===== config.mk =====
export PLATFORM = sky130hd
export DESIGN_NAME = general_dma_address_generator_flat
export DESIGN_NICKNAME = d
export VERILOG_FILES = /design/src/sv/dmaag_pkg.sv /design/src/sv/dmaag_ifs.sv /design/src/sv/general_dma_address_generator.sv /design/src/sv/dmaag_ram.sv /design/src/sv/dmaag_front.sv /design/src/sv/dmaag_back.sv /design/src/flat_wrapper.sv
export VERILOG_INCLUDE_DIRS = /design/src /design/src/sv
export SDC_FILE = /design/constraint.sdc
export NUM_CORES = 2
export LEC_CHECK = 0
export BUFFER_PORTS_ARGS = -buffer_cell sky130_fd_sc_hd__buf_2
export CAP_MARGIN = 5
export CORE_MARGIN = 5
export CORE_UTILIZATION = 25
export DETAILED_ROUTE_END_ITERATION = 8
export HOLD_SLACK_MARGIN = 0.08
export SETUP_SLACK_MARGIN = 0.2
export SLEW_MARGIN = 20
export SYNTH_ARGS = -nofsm -noshare
export SYNTH_HDL_FRONTEND = slang
export SYNTH_SLANG_ARGS = --single-unit

===== constraint.sdc =====
create_clock -name clock -period 10.5 [get_ports clock]
set_clock_uncertainty 0.1 [all_clocks]
set_input_delay 0.525 -clock clock [delete_from_list [all_inputs] [get_ports clock]]
set_output_delay 0.525 -clock clock [all_outputs]
set_load 0.1 [all_outputs]

===== src/sv/assert_macros.svh =====
// Assertion macros shared by the address generator modules.
// Each macro expands to one labeled concurrent assertion that reports through $error.
`ifndef ASSERT_MACROS_SVH
`define ASSERT_MACROS_SVH

// The consequent must hold in the same cycle as the antecedent.
`define DMAAG_ASSERT_SAME(name, clk, rst, ante, cons, msg) \
   name: assert property (@(posedge clk) disable iff (rst) (ante) |-> (cons)) \
      else $error(msg);

// The consequent must hold in the cycle after the antecedent.
`define DMAAG_ASSERT_NEXT(name, clk, rst, ante, cons, msg) \
   name: assert property (@(posedge clk) disable iff (rst) (ante) |=> (cons)) \
      else $error(msg);

`endif


===== src/sv/dmaag_pkg.sv =====
// Shared types, register offsets and helper functions of the DMA address generator.
// Used by the front end, the back end, the top level and the testbench; depends on nothing.
`default_nettype none

package dmaag_pkg;

   localparam int DEF_NUM_CHANNELS      = 8;
   localparam int DEF_BYTES_PER_CHANNEL = 16;

   // Widths of the queue fields, sized for the largest configuration.
   localparam int CHAN_W = 3;
   localparam int OFS_W  = 4;

   // Byte offsets of the channel registers.
   localparam int OFS_PARAMS   = 0;
   localparam int OFS_BASE     = 1;
   localparam int OFS_ADDR_LO  = 2;
   localparam int OFS_ADDR_HI  = 3;
   localparam int OFS_BANK     = 4;
   localparam int OFS_COUNT_LO = 5;
   localparam int OFS_COUNT_HI = 6;

   // Address step codes held in bits 4:3 of the params register.
   localparam logic [1:0] STEP_INC = 2'b00;
   localparam logic [1:0] STEP_DEC = 2'b10;

   // Pattern mode codes held in bits 2:0 of the params register.
   localparam logic [2:0] PAT_SINGLE      = 3'd0;
   localparam logic [2:0] PAT_ALT         = 3'd1;
   localparam logic [2:0] PAT_DOUBLE      = 3'd2;
   localparam logic [2:0] PAT_PAIRS       = 3'd3;
   localparam logic [2:0] PAT_QUAD        = 3'd4;
   localparam logic [2:0] PAT_ALT_B       = 3'd5;
   localparam logic [2:0] PAT_DOUBLE_B    = 3'd6;
   localparam logic [2:0] PAT_PAIRS_B     = 3'd7;

   typedef enum logic [1:0] {
      OP_READ  = 2'd0,
      OP_WRITE = 2'd1,
      OP_START = 2'd2,
      OP_TICK  = 2'd3
   } opcode_type;

   typedef struct packed {
      opcode_type        op;
      logic              in_range;
      logic [CHAN_W-1:0] chan;
      logic [OFS_W-1:0]  offset;
      logic [7:0]        wdata;
      logic [7:0]        mask;
   } item_type;

   typedef struct packed {
      logic     valid;
      item_type item;
   } queue_head_type;

   typedef struct packed {
      logic [7:0]  read_data;
      logic        xfer_valid;
      logic [23:0] a_bus_address;
      logic [7:0]  b_bus_address;
      logic        to_memory;
      logic [2:0]  channel_number;
      logic        channel_last;
      logic        all_done;
   } result_type;

   // Index of the lowest set bit; zero when no bit is set.
   function automatic logic [2:0] lowest_set(input logic [7:0] m);
      logic [2:0] r;
      r = '0;
      for (int i = 7; i >= 0; i--) begin
         if (m[i]) begin
            r = 3'(i);
         end
      end
      return r;
   endfunction

   // B-bus offset for a pattern mode at a given step of the pattern.
   function automatic logic [1:0] pattern_offset(input logic [2:0] mode,
                                                 input logic [1:0] step);
      logic [1:0] r;
      unique case (mode)
         PAT_SINGLE, PAT_DOUBLE, PAT_DOUBLE_B: r = 2'd0;
         PAT_ALT, PAT_ALT_B:                   r = {1'b0, step[0]};
         PAT_PAIRS, PAT_PAIRS_B:               r = {1'b0, step[1]};
         PAT_QUAD:                             r = step;
         default:                              r = 2'd0;
      endcase
      return r;
   endfunction

endpackage

`default_nettype wire


===== src/sv/dmaag_ifs.sv =====
// Valid/ready channel interfaces for the request and response sides of the block.
// Depends on nothing; field widths are fixed by the transaction format.
`default_nettype none

interface dmaag_req_if;
   logic       valid;
   logic       ready;
   logic [1:0] opcode;
   logic [7:0] reg_addr;
   logic [7:0] write_data;
   logic [7:0] channel_mask;

   modport source (output valid, output opcode, output reg_addr, output write_data,
                   output channel_mask, input ready);
   modport sink   (input valid, input opcode, input reg_addr, input write_data,
                   input channel_mask, output ready);
endinterface

interface dmaag_rsp_if;
   logic        valid;
   logic        ready;
   logic [7:0]  read_data;
   logic        xfer_valid;
   logic [23:0] a_bus_address;
   logic [7:0]  b_bus_address;
   logic        to_memory;
   logic [2:0]  channel_number;
   logic        channel_last;
   logic        all_done;

   modport source (output valid, output read_data, output xfer_valid, output a_bus_address,
                   output b_bus_address, output to_memory, output channel_number,
                   output channel_last, output all_done, input ready);
   modport sink   (input valid, input read_data, input xfer_valid, input a_bus_address,
                   input b_bus_address, input to_memory, input channel_number,
                   input channel_last, input all_done, output ready);
endinterface

`default_nettype wire


===== src/sv/general_dma_address_generator.sv =====
// DMA address generator top level: decode front end, two-entry queue, execute back end.
// A response passes through the queue, the bank read and the result register.
// Throughput: one transaction per cycle sustained while the response side does not stall.
// Register writes and channel starts give no response; reads and ticks give exactly one.
// Reset clears the queue, stage valids and channel state at once; the register banks hold
// undefined data until written and get no clearing pass. Uses dmaag_pkg and dmaag_ifs.
`default_nettype none

module general_dma_address_generator #(
   parameter int NUM_CHANNELS      = dmaag_pkg::DEF_NUM_CHANNELS,
   parameter int BYTES_PER_CHANNEL = dmaag_pkg::DEF_BYTES_PER_CHANNEL
) (
   input  wire logic   clock,
   input  wire logic   reset,
   dmaag_req_if.sink   req_bus,
   dmaag_rsp_if.source rsp_bus
);

   dmaag_pkg::queue_head_type head;
   logic                      pop;

   dmaag_front #(
      .NUM_CHANNELS      (NUM_CHANNELS),
      .BYTES_PER_CHANNEL (BYTES_PER_CHANNEL)
   ) u_front (
      .clock   (clock),
      .reset   (reset),
      .req_bus (req_bus),
      .head    (head),
      .pop     (pop)
   );

   dmaag_back #(
      .NUM_CHANNELS      (NUM_CHANNELS),
      .BYTES_PER_CHANNEL (BYTES_PER_CHANNEL)
   ) u_back (
      .clock   (clock),
      .reset   (reset),
      .head    (head),
      .pop     (pop),
      .rsp_bus (rsp_bus)
   );

endmodule

`default_nettype wire


===== src/sv/dmaag_ram.sv =====
// Generic single-write, single-read RAM with a registered, write-first read port.
// Depends on nothing.
`default_nettype none

module dmaag_ram #(
   parameter int WIDTH = 8,
   parameter int DEPTH = 8
) (
   input  wire logic                                  clock,
   input  wire logic                                  write_en,
   input  wire logic [((DEPTH > 1) ? $clog2(DEPTH) : 1)-1:0] write_addr,
   input  wire logic [WIDTH-1:0]                      write_data,
   input  wire logic                                  read_en,
   input  wire logic [((DEPTH > 1) ? $clog2(DEPTH) : 1)-1:0] read_addr,
   output logic      [WIDTH-1:0]                      read_data
);

   logic [WIDTH-1:0] mem [DEPTH];

   always_ff @(posedge clock) begin
      if (write_en) begin
         mem[write_addr] <= write_data;
      end
      // A read of the word being written returns the new data.
      if (read_en) begin
         if (write_en && (write_addr == read_addr)) begin
            read_data <= write_data;
         end else begin
            read_data <= mem[read_addr];
         end
      end
   end

endmodule

`default_nettype wire


===== src/sv/dmaag_front.sv =====
// Front end: accepts request transactions, splits the register address into channel
// and offset, and holds decoded items in a two-entry queue. Uses dmaag_pkg.
`default_nettype none
`include "assert_macros.svh"

module dmaag_front #(
   parameter int NUM_CHANNELS      = dmaag_pkg::DEF_NUM_CHANNELS,
   parameter int BYTES_PER_CHANNEL = dmaag_pkg::DEF_BYTES_PER_CHANNEL
) (
   input  wire logic                 clock,
   input  wire logic                 reset,
   dmaag_req_if.sink                 req_bus,
   output dmaag_pkg::queue_head_type head,
   input  wire logic                 pop
);

   localparam int CW        = (NUM_CHANNELS > 1) ? $clog2(NUM_CHANNELS) : 1;
   localparam int OW        = $clog2(BYTES_PER_CHANNEL);
   localparam int REG_BYTES = NUM_CHANNELS * BYTES_PER_CHANNEL;

   dmaag_pkg::item_type item;
   dmaag_pkg::item_type queue_ff [2];
   logic                wr_ptr_ff, wr_ptr_in;
   logic                rd_ptr_ff, rd_ptr_in;
   logic [1:0]          count_ff, count_in;
   logic                push;
   logic [CW-1:0]       chan;
   logic [7:0]          ofs;

   // Channel and offset by comparing against each channel's base address.
   always_comb begin
      chan = '0;
      ofs  = req_bus.reg_addr;
      for (int c = 1; c < NUM_CHANNELS; c++) begin
         if (req_bus.reg_addr >= 8'(c * BYTES_PER_CHANNEL)) begin
            chan = CW'(c);
            ofs  = req_bus.reg_addr - 8'(c * BYTES_PER_CHANNEL);
         end
      end
   end

   always_comb begin
      item              = '0;
      item.op           = dmaag_pkg::opcode_type'(req_bus.opcode);
      item.in_range     = ({1'b0, req_bus.reg_addr} < 9'(REG_BYTES));
      item.chan[CW-1:0] = chan;
      item.offset[OW-1:0] = ofs[OW-1:0];
      item.wdata        = req_bus.write_data;
      item.mask         = req_bus.channel_mask;
   end

   assign req_bus.ready = (count_ff != 2'd2);
   assign push          = req_bus.valid && req_bus.ready;

   always_comb begin
      wr_ptr_in = push ? ~wr_ptr_ff : wr_ptr_ff;
      rd_ptr_in = pop ? ~rd_ptr_ff : rd_ptr_ff;
      count_in  = count_ff + 2'(push) - 2'(pop);
   end

   always_ff @(posedge clock) begin
      if (reset) begin
         wr_ptr_ff <= 1'b0;
         rd_ptr_ff <= 1'b0;
         count_ff  <= 2'd0;
      end else begin
         wr_ptr_ff <= wr_ptr_in;
         rd_ptr_ff <= rd_ptr_in;
         count_ff  <= count_in;
      end
   end

   always_ff @(posedge clock) begin
      if (push) begin
         queue_ff[wr_ptr_ff] <= item;
      end
   end

   assign head.valid = (count_ff != 2'd0);
   assign head.item  = queue_ff[rd_ptr_ff];

   `DMAAG_ASSERT_NEXT(a_queue_fill, clock, reset, push && !pop, count_ff == $past(count_ff) + 2'd1, "queue count did not grow on a lone push")
   `DMAAG_ASSERT_NEXT(a_queue_drain, clock, reset, pop && !push, count_ff == $past(count_ff) - 2'd1, "queue count did not shrink on a lone pop")

endmodule

`default_nettype wire


===== src/sv/dmaag_back.sv =====
// Back end: executes queued items against the per-offset register banks, steps the
// active channel and registers the response. Uses dmaag_pkg and dmaag_ram.
`default_nettype none
`include "assert_macros.svh"

module dmaag_back #(
   parameter int NUM_CHANNELS      = dmaag_pkg::DEF_NUM_CHANNELS,
   parameter int BYTES_PER_CHANNEL = dmaag_pkg::DEF_BYTES_PER_CHANNEL
) (
   input  wire logic                 clock,
   input  wire logic                 reset,
   input  wire dmaag_pkg::queue_head_type head,
   output logic                      pop,
   dmaag_rsp_if.source               rsp_bus
);

   localparam int CW = (NUM_CHANNELS > 1) ? $clog2(NUM_CHANNELS) : 1;
   localparam int OW = $clog2(BYTES_PER_CHANNEL);

   // Execute stage: the item whose bank read data is now available.
   logic                  x2_valid_ff, x2_valid_in;
   dmaag_pkg::item_type   x2_item_ff;
   logic [CW-1:0]         x2_ch_ff, x1_ch;

   // Channel engine state.
   logic [NUM_CHANNELS-1:0] pending_ff, pending_in;
   logic                    active_ff, active_in;
   logic [CW-1:0]           cur_ff, cur_in;
   logic [15:0]             waddr_ff, waddr_in;
   logic [15:0]             wcount_ff, wcount_in;
   logic [1:0]              pstep_ff, pstep_in;

   dmaag_pkg::result_type out_ff, out_in;
   logic                  out_valid_ff, out_valid_in;

   logic [7:0]  bank_q [BYTES_PER_CHANNEL];
   logic        is_read, is_write, is_start, is_tick;
   logic        take, xfer, last, has_rsp, x2_adv;
   logic [7:0]  params, base, bank;
   logic [15:0] addr_cur, addr_next, cnt_cur, inc;
   logic [1:0]  step_cur;
   logic [2:0]  low_pick;

   always_comb begin
      is_read  = x2_valid_ff && (x2_item_ff.op == dmaag_pkg::OP_READ);
      is_write = x2_valid_ff && (x2_item_ff.op == dmaag_pkg::OP_WRITE);
      is_start = x2_valid_ff && (x2_item_ff.op == dmaag_pkg::OP_START);
      is_tick  = x2_valid_ff && (x2_item_ff.op == dmaag_pkg::OP_TICK);

      params = bank_q[dmaag_pkg::OFS_PARAMS];
      base   = bank_q[dmaag_pkg::OFS_BASE];
      bank   = bank_q[dmaag_pkg::OFS_BANK];

      // A tick with no channel in progress takes the channel read for it.
      take     = !active_ff;
      xfer     = is_tick && (active_ff || (pending_ff != '0));
      addr_cur = take ? {bank_q[dmaag_pkg::OFS_ADDR_HI], bank_q[dmaag_pkg::OFS_ADDR_LO]}
                      : waddr_ff;
      cnt_cur  = take ? {bank_q[dmaag_pkg::OFS_COUNT_HI], bank_q[dmaag_pkg::OFS_COUNT_LO]}
                      : wcount_ff;
      step_cur = take ? 2'd0 : pstep_ff;
      last     = (cnt_cur == 16'd1);

      unique case (params[4:3])
         dmaag_pkg::STEP_INC: inc = 16'd1;
         dmaag_pkg::STEP_DEC: inc = 16'hFFFF;
         default:             inc = 16'd0;
      endcase
      addr_next = addr_cur + inc;
   end

   // State after the item in the execute stage; equals the current state when empty.
   always_comb begin
      pending_in = pending_ff;
      active_in  = active_ff;
      cur_in     = cur_ff;
      waddr_in   = waddr_ff;
      wcount_in  = wcount_ff;
      pstep_in   = pstep_ff;
      if (is_start) begin
         pending_in = pending_ff | x2_item_ff.mask[NUM_CHANNELS-1:0];
      end
      if (xfer) begin
         active_in = !last;
         cur_in    = x2_ch_ff;
         waddr_in  = addr_next;
         wcount_in = cnt_cur - 16'd1;
         pstep_in  = step_cur + 2'd1;
         if (last) begin
            pending_in[x2_ch_ff] = 1'b0;
         end
      end
   end

   always_comb begin
      out_in          = '0;
      out_in.all_done = (pending_in == '0) && !active_in;
      if (is_read && x2_item_ff.in_range) begin
         out_in.read_data = bank_q[x2_item_ff.offset[OW-1:0]];
      end
      if (xfer) begin
         out_in.xfer_valid    = 1'b1;
         out_in.a_bus_address = {bank, addr_cur};
         out_in.b_bus_address = base + {6'd0, dmaag_pkg::pattern_offset(params[2:0], step_cur)};
         out_in.to_memory     = params[7];
         out_in.channel_number[CW-1:0] = x2_ch_ff;
         out_in.channel_last  = last;
      end
   end

   always_comb begin
      has_rsp      = is_read || is_tick;
      x2_adv       = x2_valid_ff && (!has_rsp || !out_valid_ff || rsp_bus.ready);
      pop          = head.valid && (!x2_valid_ff || x2_adv);
      x2_valid_in  = pop || (x2_valid_ff && !x2_adv);
      out_valid_in = (x2_adv && has_rsp) || (out_valid_ff && !rsp_bus.ready);
      // The bank read address follows the state that the executing item leaves behind.
      low_pick     = dmaag_pkg::lowest_set(8'(pending_in));
      if (head.item.op == dmaag_pkg::OP_TICK) begin
         x1_ch = active_in ? cur_in : low_pick[CW-1:0];
      end else begin
         x1_ch = head.item.chan[CW-1:0];
      end
   end

   for (genvar o = 0; o < BYTES_PER_CHANNEL; o++) begin : g_bank
      logic       we;
      logic [7:0] wd;

      always_comb begin
         we = 1'b0;
         wd = x2_item_ff.wdata;
         if (x2_adv) begin
            if (is_write && x2_item_ff.in_range && (x2_item_ff.offset[OW-1:0] == OW'(o))) begin
               we = 1'b1;
            end
            // A finished channel gets its stepped address back and a cleared count.
            if (xfer && last) begin
               if (o == dmaag_pkg::OFS_ADDR_LO) begin
                  we = 1'b1;
                  wd = addr_next[7:0];
               end
               if (o == dmaag_pkg::OFS_ADDR_HI) begin
                  we = 1'b1;
                  wd = addr_next[15:8];
               end
               if ((o == dmaag_pkg::OFS_COUNT_LO) || (o == dmaag_pkg::OFS_COUNT_HI)) begin
                  we = 1'b1;
                  wd = 8'd0;
               end
            end
         end
      end

      dmaag_ram #(
         .WIDTH (8),
         .DEPTH (NUM_CHANNELS)
      ) u_bank (
         .clock      (clock),
         .write_en   (we),
         .write_addr (x2_ch_ff),
         .write_data (wd),
         .read_en    (pop),
         .read_addr  (x1_ch),
         .read_data  (bank_q[o])
      );
   end

   always_ff @(posedge clock) begin
      if (reset) begin
         x2_valid_ff  <= 1'b0;
         out_valid_ff <= 1'b0;
         pending_ff   <= '0;
         active_ff    <= 1'b0;
         cur_ff       <= '0;
         waddr_ff     <= '0;
         wcount_ff    <= '0;
         pstep_ff     <= '0;
      end else begin
         x2_valid_ff  <= x2_valid_in;
         out_valid_ff <= out_valid_in;
         if (x2_adv) begin
            pending_ff <= pending_in;
            active_ff  <= active_in;
            cur_ff     <= cur_in;
            waddr_ff   <= waddr_in;
            wcount_ff  <= wcount_in;
            pstep_ff   <= pstep_in;
         end
      end
   end

   always_ff @(posedge clock) begin
      if (pop) begin
         x2_item_ff <= head.item;
         x2_ch_ff   <= x1_ch;
      end
      if (x2_adv && has_rsp) begin
         out_ff <= out_in;
      end
   end

   assign rsp_bus.valid          = out_valid_ff;
   assign rsp_bus.read_data      = out_ff.read_data;
   assign rsp_bus.xfer_valid     = out_ff.xfer_valid;
   assign rsp_bus.a_bus_address  = out_ff.a_bus_address;
   assign rsp_bus.b_bus_address  = out_ff.b_bus_address;
   assign rsp_bus.to_memory      = out_ff.to_memory;
   assign rsp_bus.channel_number = out_ff.channel_number;
   assign rsp_bus.channel_last   = out_ff.channel_last;
   assign rsp_bus.all_done       = out_ff.all_done;

   `DMAAG_ASSERT_SAME(a_take_lowest, clock, reset,
      is_tick && !active_ff && (pending_ff != '0),
      x2_ch_ff == CW'(dmaag_pkg::lowest_set(8'(pending_ff))),
      "tick took a channel other than the lowest pending one")
   `DMAAG_ASSERT_SAME(a_active_pending, clock, reset, active_ff, pending_ff[cur_ff],
      "channel in progress is not marked pending")
   `DMAAG_ASSERT_SAME(a_pop_room, clock, reset, pop, !x2_valid_ff || x2_adv,
      "queue popped while the execute stage was held")

endmodule

`default_nettype wire


===== src/flat_wrapper.sv =====
// flat-port wrapper written by rule: the top's interface ports become plain ports
module general_dma_address_generator_flat 
#(
   parameter int NUM_CHANNELS      = dmaag_pkg::DEF_NUM_CHANNELS,
   parameter int BYTES_PER_CHANNEL = dmaag_pkg::DEF_BYTES_PER_CHANNEL
)
  (clock, reset, req_bus_valid, req_bus_opcode, req_bus_reg_addr, req_bus_write_data, req_bus_channel_mask, req_bus_ready, rsp_bus_valid, rsp_bus_read_data, rsp_bus_xfer_valid, rsp_bus_a_bus_address, rsp_bus_b_bus_address, rsp_bus_to_memory, rsp_bus_channel_number, rsp_bus_channel_last, rsp_bus_all_done, rsp_bus_ready);
  dmaag_req_if req_bus_i ();
  dmaag_rsp_if rsp_bus_i ();
  input  wire logic clock;
  input  wire logic reset;
  input wire logic [$bits(req_bus_i.valid)-1:0] req_bus_valid;
  input wire logic [$bits(req_bus_i.opcode)-1:0] req_bus_opcode;
  input wire logic [$bits(req_bus_i.reg_addr)-1:0] req_bus_reg_addr;
  input wire logic [$bits(req_bus_i.write_data)-1:0] req_bus_write_data;
  input wire logic [$bits(req_bus_i.channel_mask)-1:0] req_bus_channel_mask;
  output wire logic [$bits(req_bus_i.ready)-1:0] req_bus_ready;
  output wire logic [$bits(rsp_bus_i.valid)-1:0] rsp_bus_valid;
  output wire logic [$bits(rsp_bus_i.read_data)-1:0] rsp_bus_read_data;
  output wire logic [$bits(rsp_bus_i.xfer_valid)-1:0] rsp_bus_xfer_valid;
  output wire logic [$bits(rsp_bus_i.a_bus_address)-1:0] rsp_bus_a_bus_address;
  output wire logic [$bits(rsp_bus_i.b_bus_address)-1:0] rsp_bus_b_bus_address;
  output wire logic [$bits(rsp_bus_i.to_memory)-1:0] rsp_bus_to_memory;
  output wire logic [$bits(rsp_bus_i.channel_number)-1:0] rsp_bus_channel_number;
  output wire logic [$bits(rsp_bus_i.channel_last)-1:0] rsp_bus_channel_last;
  output wire logic [$bits(rsp_bus_i.all_done)-1:0] rsp_bus_all_done;
  input wire logic [$bits(rsp_bus_i.ready)-1:0] rsp_bus_ready;
  assign req_bus_i.valid = req_bus_valid;
  assign req_bus_i.opcode = req_bus_opcode;
  assign req_bus_i.reg_addr = req_bus_reg_addr;
  assign req_bus_i.write_data = req_bus_write_data;
  assign req_bus_i.channel_mask = req_bus_channel_mask;
  assign req_bus_ready = req_bus_i.ready;
  assign rsp_bus_valid = rsp_bus_i.valid;
  assign rsp_bus_read_data = rsp_bus_i.read_data;
  assign rsp_bus_xfer_valid = rsp_bus_i.xfer_valid;
  assign rsp_bus_a_bus_address = rsp_bus_i.a_bus_address;
  assign rsp_bus_b_bus_address = rsp_bus_i.b_bus_address;
  assign rsp_bus_to_memory = rsp_bus_i.to_memory;
  assign rsp_bus_channel_number = rsp_bus_i.channel_number;
  assign rsp_bus_channel_last = rsp_bus_i.channel_last;
  assign rsp_bus_all_done = rsp_bus_i.all_done;
  assign rsp_bus_i.ready = rsp_bus_ready;
  general_dma_address_generator #(.NUM_CHANNELS(NUM_CHANNELS), .BYTES_PER_CHANNEL(BYTES_PER_CHANNEL)) u_core (.clock(clock), .reset(reset), .req_bus(req_bus_i), .rsp_bus(rsp_bus_i));
endmodule

After elaboration in Yosys (flattened, before gate mapping)
Memory sizes are Yosys's and may differ from the RTL's. A register that Yosys moved wholly into a read port is not among the register bits. Index checks and enable logic that the tools add are counted.

$lt $le $gt $ge: 11. Eq/ne operators: 29. Mux-type cells: 119. Reduce and logical (&&, ||, !) cells: 57. Bitwise operators: 6. Add/sub/neg operators: 13.

Operators by type and width (number): two-way mux 8 bit (11); two-way mux 1 bit (75); two-way mux 3 bit (17); two-way mux 38 bit (1); binary-select mux 8 bit (select 4 bit) (1); equality test 4 bit (second input constant) (8); >= comparator 8 x 7 -> 1 bit (second input constant) (4); logical AND 1 bit (32); two-way mux 16 bit (2); one-hot mux 16 bit (2 select lines) (1); two-way mux 4 bit (7); subtractor 4 x 1 -> 4 bit (second input constant) (7); adder 16 bit (1); equality test 16 x 1 -> 1 bit (second input constant) (1); equality test 4 x 3 -> 1 bit (second input constant) (4); >= comparator 8 x 6 -> 1 bit (second input constant) (2); subtractor 16 x 1 -> 16 bit (second input constant) (1); equality test 3 bit (second input constant) (4); adder 8 x 2 -> 8 bit (1); bitwise AND 8 bit (1); equality test 2 bit (second input constant) (4); equality test 4 x 2 -> 1 bit (second input constant) (2); >= comparator 8 x 5 -> 1 bit (second input constant) (1); logical NOT 8 bit (1); 29 further kinds (46).

Bits in writable memories: 1076. Output and inout port bits: 49. Register bits: 125. Memories kept: 17. Word-level logic and storage cells: 277. Input port bits: 30.

Memories: u_core.u_back.g_bank[0].u_bank.mem (words 8, width 8, read ports 1, clocked after memory_dff 1, wr ports 1, RTL line dmaag_ram.sv:18) `logic [WIDTH-1:0] mem [DEPTH];`; u_core.u_back.g_bank[10].u_bank.mem (words 8, width 8, read ports 1, clocked after memory_dff 1, wr ports 1, RTL line dmaag_ram.sv:18); u_core.u_back.g_bank[11].u_bank.mem (words 8, width 8, read ports 1, clocked after memory_dff 1, wr ports 1, RTL line dmaag_ram.sv:18); u_core.u_back.g_bank[12].u_bank.mem (words 8, width 8, read ports 1, clocked after memory_dff 1, wr ports 1, RTL line dmaag_ram.sv:18); u_core.u_back.g_bank[13].u_bank.mem (words 8, width 8, read ports 1, clocked after memory_dff 1, wr ports 1, RTL line dmaag_ram.sv:18); u_core.u_back.g_bank[14].u_bank.mem (words 8, width 8, read ports 1, clocked after memory_dff 1, wr ports 1, RTL line dmaag_ram.sv:18); 11 more memories.

Depth between registers and ports, before layout
Depth in word-level cells: 18. Gate-level depth with buffers: 19.

Modules after synthesis
A second synthesis with hierarchy kept.

Cell total of the unflattened synthesis: 2911. Area total of the unflattened synthesis: 56092.5 sq um.

By module, submodules not included: dmaag_ram (seq. area each 2162.1 sq um, area an instance 2881.5 sq um, times used 16, cells each 126); dmaag_back (seq. area each 3153.0 sq um, area an instance 7757.4 sq um, times used 1, cells each 786); dmaag_front (seq. area each 1661.6 sq um, area an instance 2230.9 sq um, times used 1, cells each 109).

Worst setup path before layout
OpenSTA, ideal clock, no wires.

Kind: register to register. From: register u_core.u_back.x2_item_ff[24] in the netlist's numbering. To: register u_core.u_front.count_ff[1]. Slack: -588 ps. Setup time: 128 ps. Path buffers: 0. Data required time: 10272 ps. Data arrival time: 10861 ps. Clock period less this slack: 11088 ps. Cell stages (with the launch flop): 9. Path through: edfxtp_1 xnor2_1 a31oi_1 ha_1 inv_1 ha_1 xor2_1 xnor2_1 nor2_1.

Word-level cells in the longest chain between the ends: 10. Elaborated cells between the ends (all ways): 12.

RTL lines: start, declared (RTL line dmaag_back.sv:22) `dmaag_pkg::item_type x2_item_ff;`; start signal, assigned (RTL line dmaag_back.sv:195) `x2_item_ff <= head.item;`; equality test 2 bit / logical NOT 2 bit (equally long branches) (RTL line dmaag_back.sv:48, dmaag_back.sv:45); logical AND 1 bit (on tied branches) (RTL line dmaag_back.sv:48, dmaag_back.sv:45); logical OR 1 bit (*) (RTL line dmaag_back.sv:112) `has_rsp = is_read || is_tick;`; logical NOT 1 bit (*) (RTL line dmaag_back.sv:113) `x2_adv = x2_valid_ff && (!has_rsp || !out_valid_ff || rsp_bus.ready);`; logical OR 1 bit (*) (2 in series) (RTL line dmaag_back.sv:113); logical AND 1 bit (*) (RTL line dmaag_back.sv:113); logical OR 1 bit (*) (RTL line dmaag_back.sv:114) `pop = head.valid && (!x2_valid_ff || x2_adv);`; logical AND 1 bit (*) (RTL line dmaag_back.sv:114); named net u_core.pop (RTL line general_dma_address_generator.sv:20) `logic pop;`; subtractor 2 x 1 -> 2 bit (*) (RTL line dmaag_front.sv:58) `count_in = count_ff + 2'(push) - 2'(pop);`; end signal, assigned (RTL line dmaag_front.sv:69) `count_ff <= count_in;`; end, declared (RTL line dmaag_front.sv:25) `logic [1:0] count_ff, count_in;`.

The timed path passes the listed nets; every way through them passes the cells marked *. A chain may end at the register's enable or synchronous reset.

Worst setup path in the final report
From: register u_core.u_back.active_ff. To: register u_core.u_back.g_bank[15].u_bank.read_data[2], read port of u_core.u_back.g_bank[15].u_bank.mem, data pin.

Word-level cells in the longest chain between the ends: 14. Elaborated cells between the ends (all ways): 19.

RTL lines: start, declared (RTL line dmaag_back.sv:27) `logic active_ff, active_in;`; start signal, assigned (RTL line dmaag_back.sv:184) `active_ff <= active_in;`; two-way mux 16 bit (RTL line dmaag_back.sv:59) `cnt_cur = take ? {bank_q[dmaag_pkg::OFS_COUNT_HI], bank_q[dmaag_pkg::OFS_COUNT_LO]}`; equality test 16 x 1 -> 1 bit (RTL line dmaag_back.sv:62) `last = (cnt_cur == 16'd1);`; two-way mux 8 bit (RTL line dmaag_back.sv:89) `if (last) begin`; two-way mux 8 bit (RTL line dmaag_back.sv:83) `if (xfer) begin`; two-way mux 3 bit (8 in series) (RTL line dmaag_pkg.sv:74) `if (m[i]) begin`; two-way mux 3 bit (*) (RTL line dmaag_back.sv:120) `x1_ch = active_in ? cur_in : low_pick[CW-1:0];`; two-way mux 3 bit (*) (RTL line dmaag_back.sv:119) `if (head.item.op == dmaag_pkg::OP_TICK) begin`; end, declared (RTL line dmaag_ram.sv:15) `output logic [WIDTH-1:0] read_data`.

Every way passes the cells marked *; elsewhere a longest branch is shown, timed or not.

==> results.cfg <==
[status]
status = completed

[critical_path]
path_buf_inv = 4
reg2reg_from = u_core.u_back.active_ff
critical_path.startpoint = u_core.u_back.active_ff
reg2reg_to = u_core.u_back.g_bank[15].u_bank.read_data[2]
critPathLaunchType = flip-flop
end_kind = flip-flop
cp_max_fo = 172
cp_slowest_cell = dfxtp_2
required_ps = 10980
crit_arrival_ps = 7510
rr_worst_depth = 15
critPathMaxStageDelay_ps = 680
criticalPathCategory = reg -> reg
rrSetupSlack_ps = 3470
worstPathCellList = buf_4 > mux2i_1 > ha_1 > o211ai_1 > nor4_4 > a21oi_1 > nor4_4 > buf_4 > a21o_4 > nand2_8 > inv_16 > buf_12 > mux2i_1 > a32o_1 > o31ai_1
crit_family = buffers and inverters

[synthesis]
synth-edff-count = 1277
synth_nets = 3883
yosysTopAreaCellShare = 0.682
synth-simple-area-share = 0.0945
ys.warnings.count = 0
synth_compound_area_frac = 0.0896
synth.cell_area_mm2 = 0.0562
synthCells = 3830
yosysTopAreaCell = edfxtp_1
yosysSeqAreaShare = 0.701
synthMuxAreaShare = 0.0789
synth_fa_ha_area_frac = 0.00538
yosys_register_bits = 1330
async_reset_ff_frac = 0
synth_most_common_cell = edfxtp_1
synth_top_family_by_area = simple AND/OR/NAND/NOR gates
post_synth_num_cell_types = 78
synth-xor-area-share = 0.00561
synthTopCellsByArea = edfxtp_1 (68%), a32o_1 (3.9%), mux2i_1 (3.9%)
synth_commonest_cells = edfxtp_1 (1277), nand2_1 (480), a32o_1 (217), mux2i_1 (217), nor2_1 (190)
synth_flop_cell = edfxtp_1
synth_area_per_cell_um2 = 14.7

[global_routing]
grt_max_degree = 173
grt_use_total = 0.136
antenna_found_initial = 13
grt_pass1_wl_um = 240000
grt_pass1_vias = 34300
gr-total-overflow = 0

[detailed_routing]
routed_wl_um = 166000
drt_iter0_markers = 3953
dr.pass1.iters = 6
post_drt_wl_per_cell_um = 23.7
drc = 0
vias = 35100
ant_nets = 0
via_per_inst = 5.03

[timing]
tns_ps = 0
report.final.slew_viol_count = 0
finalCritPeriodShare = 0.669
setup_viol = 0
grt_setup_unrepaired = false
max_freq_mhz = 142
final_hold_viol_count = 0
worst_pin_slew_ps = 1190
slew_headroom = 0.205
period_needed_ps = 7030

[power]
peakVddDrop_mv = 0.325
total_leakage_power_nw = 20.8
power_density_mw_per_mm2 = 291

[floorplan]
rows = 174
die-area_mm2 = 0.235
io_pins = 79
start_util = 0.251
core_area_mm2 = 0.224
die_x_um = 484
die_h_um = 484

[clocking]
clock-root-buffer = clkbuf_16
cts_inserted_buffers = 143
clk_pin_slew_ps = 60
cts_tree = yes
clk_latency_ps = 770
post_cts.repair.setup_buffers = 0
htreeDepth = 4
cts_sinks = 1330
clockBufferDepth = 3

[hold_path]
hold_end = u_core.u_back.waddr_ff[11]
hold_path.class = in -> reg
hp-start = reset
whs_path_depth = 3

[place]
dpl.hpwl_um = 96500
gp_congestion = 0.821
place_area_mm2 = 0.0598
port_buffers = 78

[final_layout]
drive_gt1_frac = 0.133
area_growth_pct = 15.0
layout.nets = 3925
fillers = 22200
final_area_mm2 = 0.0647

[flow_run]
drv_cap = 0
stage by stage:
stage	setup slack [ps]	total power [mW]	utilization	cells	hold WS, ps
after floorplan	3270	11.4	-	3830	328
after global routing	3100	19.5	0.288	6978	307
after global placement	3620	13.9	0.267	6690	338
after detailed placement	3570	13.9	0.267	6690	343
final	3470	18.8	0.288	6983	289
after CTS	3520	18.8	0.288	6976	246
registers in the layout, summed over array words and instances (netlist names), 2 cells and up, named ones only:
name                                   flops
u_core.u_back.rsp_bus.a_bus_address       24
u_core.u_back.x2_ch_ff                     3
u_core.u_back.rsp_bus.channel_number       3
u_core.u_back.g_bank.u_bank.read_data    128
u_core.u_back.rsp_bus.b_bus_address        8
u_core.u_back.pending_ff                   8
u_core.u_front.queue_ff                   52
u_core.u_back.g_bank.wd                    8
u_core.u_back.wcount_ff                   16
u_core.u_back.g_bank.u_bank.mem         1024
u_core.u_back.cur_ff                       3
u_core.u_back.rsp_bus.read_data            8
u_core.u_back.waddr_ff                    16
u_core.u_front.count_ff                    2
u_core.u_back.x2_item_ff                  15
u_core.u_back.pstep_ff                     2
what timing repair did:
action | in CTS | in global routing
hold buffers | 29 | 0
hold endpoints to repair | 54 | 0
gates resized for setup | 0 | 0
worst register-to-register path, cell delays in order (launching register included):
cell and delay, ps:
dfxtp_2 680, buf_4 510, mux2i_1 370, ha_1 240, o211ai_1 160, nor4_4 650
a21oi_1 320, nor4_4 330, buf_4 170, a21o_4 400, nand2_8 520, inv_16 730
buf_12 880, mux2i_1 220, a32o_1 260, o31ai_1 300
logic make-up after synthesis:
| group | count (synthesis) |
|---|---|
| multiplexers | 378 |
| AO/OA/AOI/OAI | 631 |
| flip-flops | 1330 |
| adder cells (fa/ha/maj) | 23 |
| buffers and inverters | 327 |
| XOR/XNOR | 36 |
| AND/OR/NAND/NOR | 1105 |
routing by layer:
layer	GRT usage	wire (um)
met2	0.218	78000
met5	0	21
met3	0.0282	13800
met4	0.0559	6630
met1	0.178	67100
where the power goes:
group | leakage (nW) | internal (mW) | switching [mW]
Combinational | 6.62 | 1.93 | 4.60
Sequential | 12.0 | 6.97 | 0.404
Clock | 2.20 | 2.82 | 2.09
Total | 20.8 | 11.7 | 7.10
cell type report:
cell class	count	area (um2)	area share
clock buffers	186	3850	0.0596
clock inverters	71	668	0.0103
multi-input cells	2173	15500	0.240
repair buffers	182	1310	0.0202
flip-flops and latches	1330	39400	0.609
well taps	2992	3740	0.0579
inverters	42	174	0.00269
diodes	7	17.5	0.000271
placed cells by master, fill, tap and decap left out, types with 78 or more instances in the layout:
master | synthesis | routed
mux2i_1 | 217 | 217
a32o_1 | 217 | 217
clkbuf_16 | 0 | 146
nor2_1 | 190 | 186
mux2_2 | 87 | 87
nand3_1 | 101 | 101
nand2_1 | 480 | 478
o31ai_1 | 90 | 90
buf_2 | 64 | 78
or4_1 | 88 | 88
edfxtp_1 | 1277 | 1277
a21oi_1 | 111 | 110
and3_1 | 97 | 96
how the worst max path moves through the flow:
stage	cells past startpoint	end	slack (ps)
CTS	15	u_core.u_back.g_bank[0].u_bank.read_data[0]	3520
floorplan	8	u_core.u_front.count_ff[1]	3270
global route	15	u_core.u_back.g_bank[0].u_bank.read_data[0]	3100
global placement	15	u_core.u_back.g_bank[0].u_bank.read_data[0]	3620
finish	15	u_core.u_back.g_bank[15].u_bank.read_data[2]	3470
detailed placement	15	u_core.u_back.g_bank[0].u_bank.read_data[0]	3570
Power figures use the tool's default switching activity.
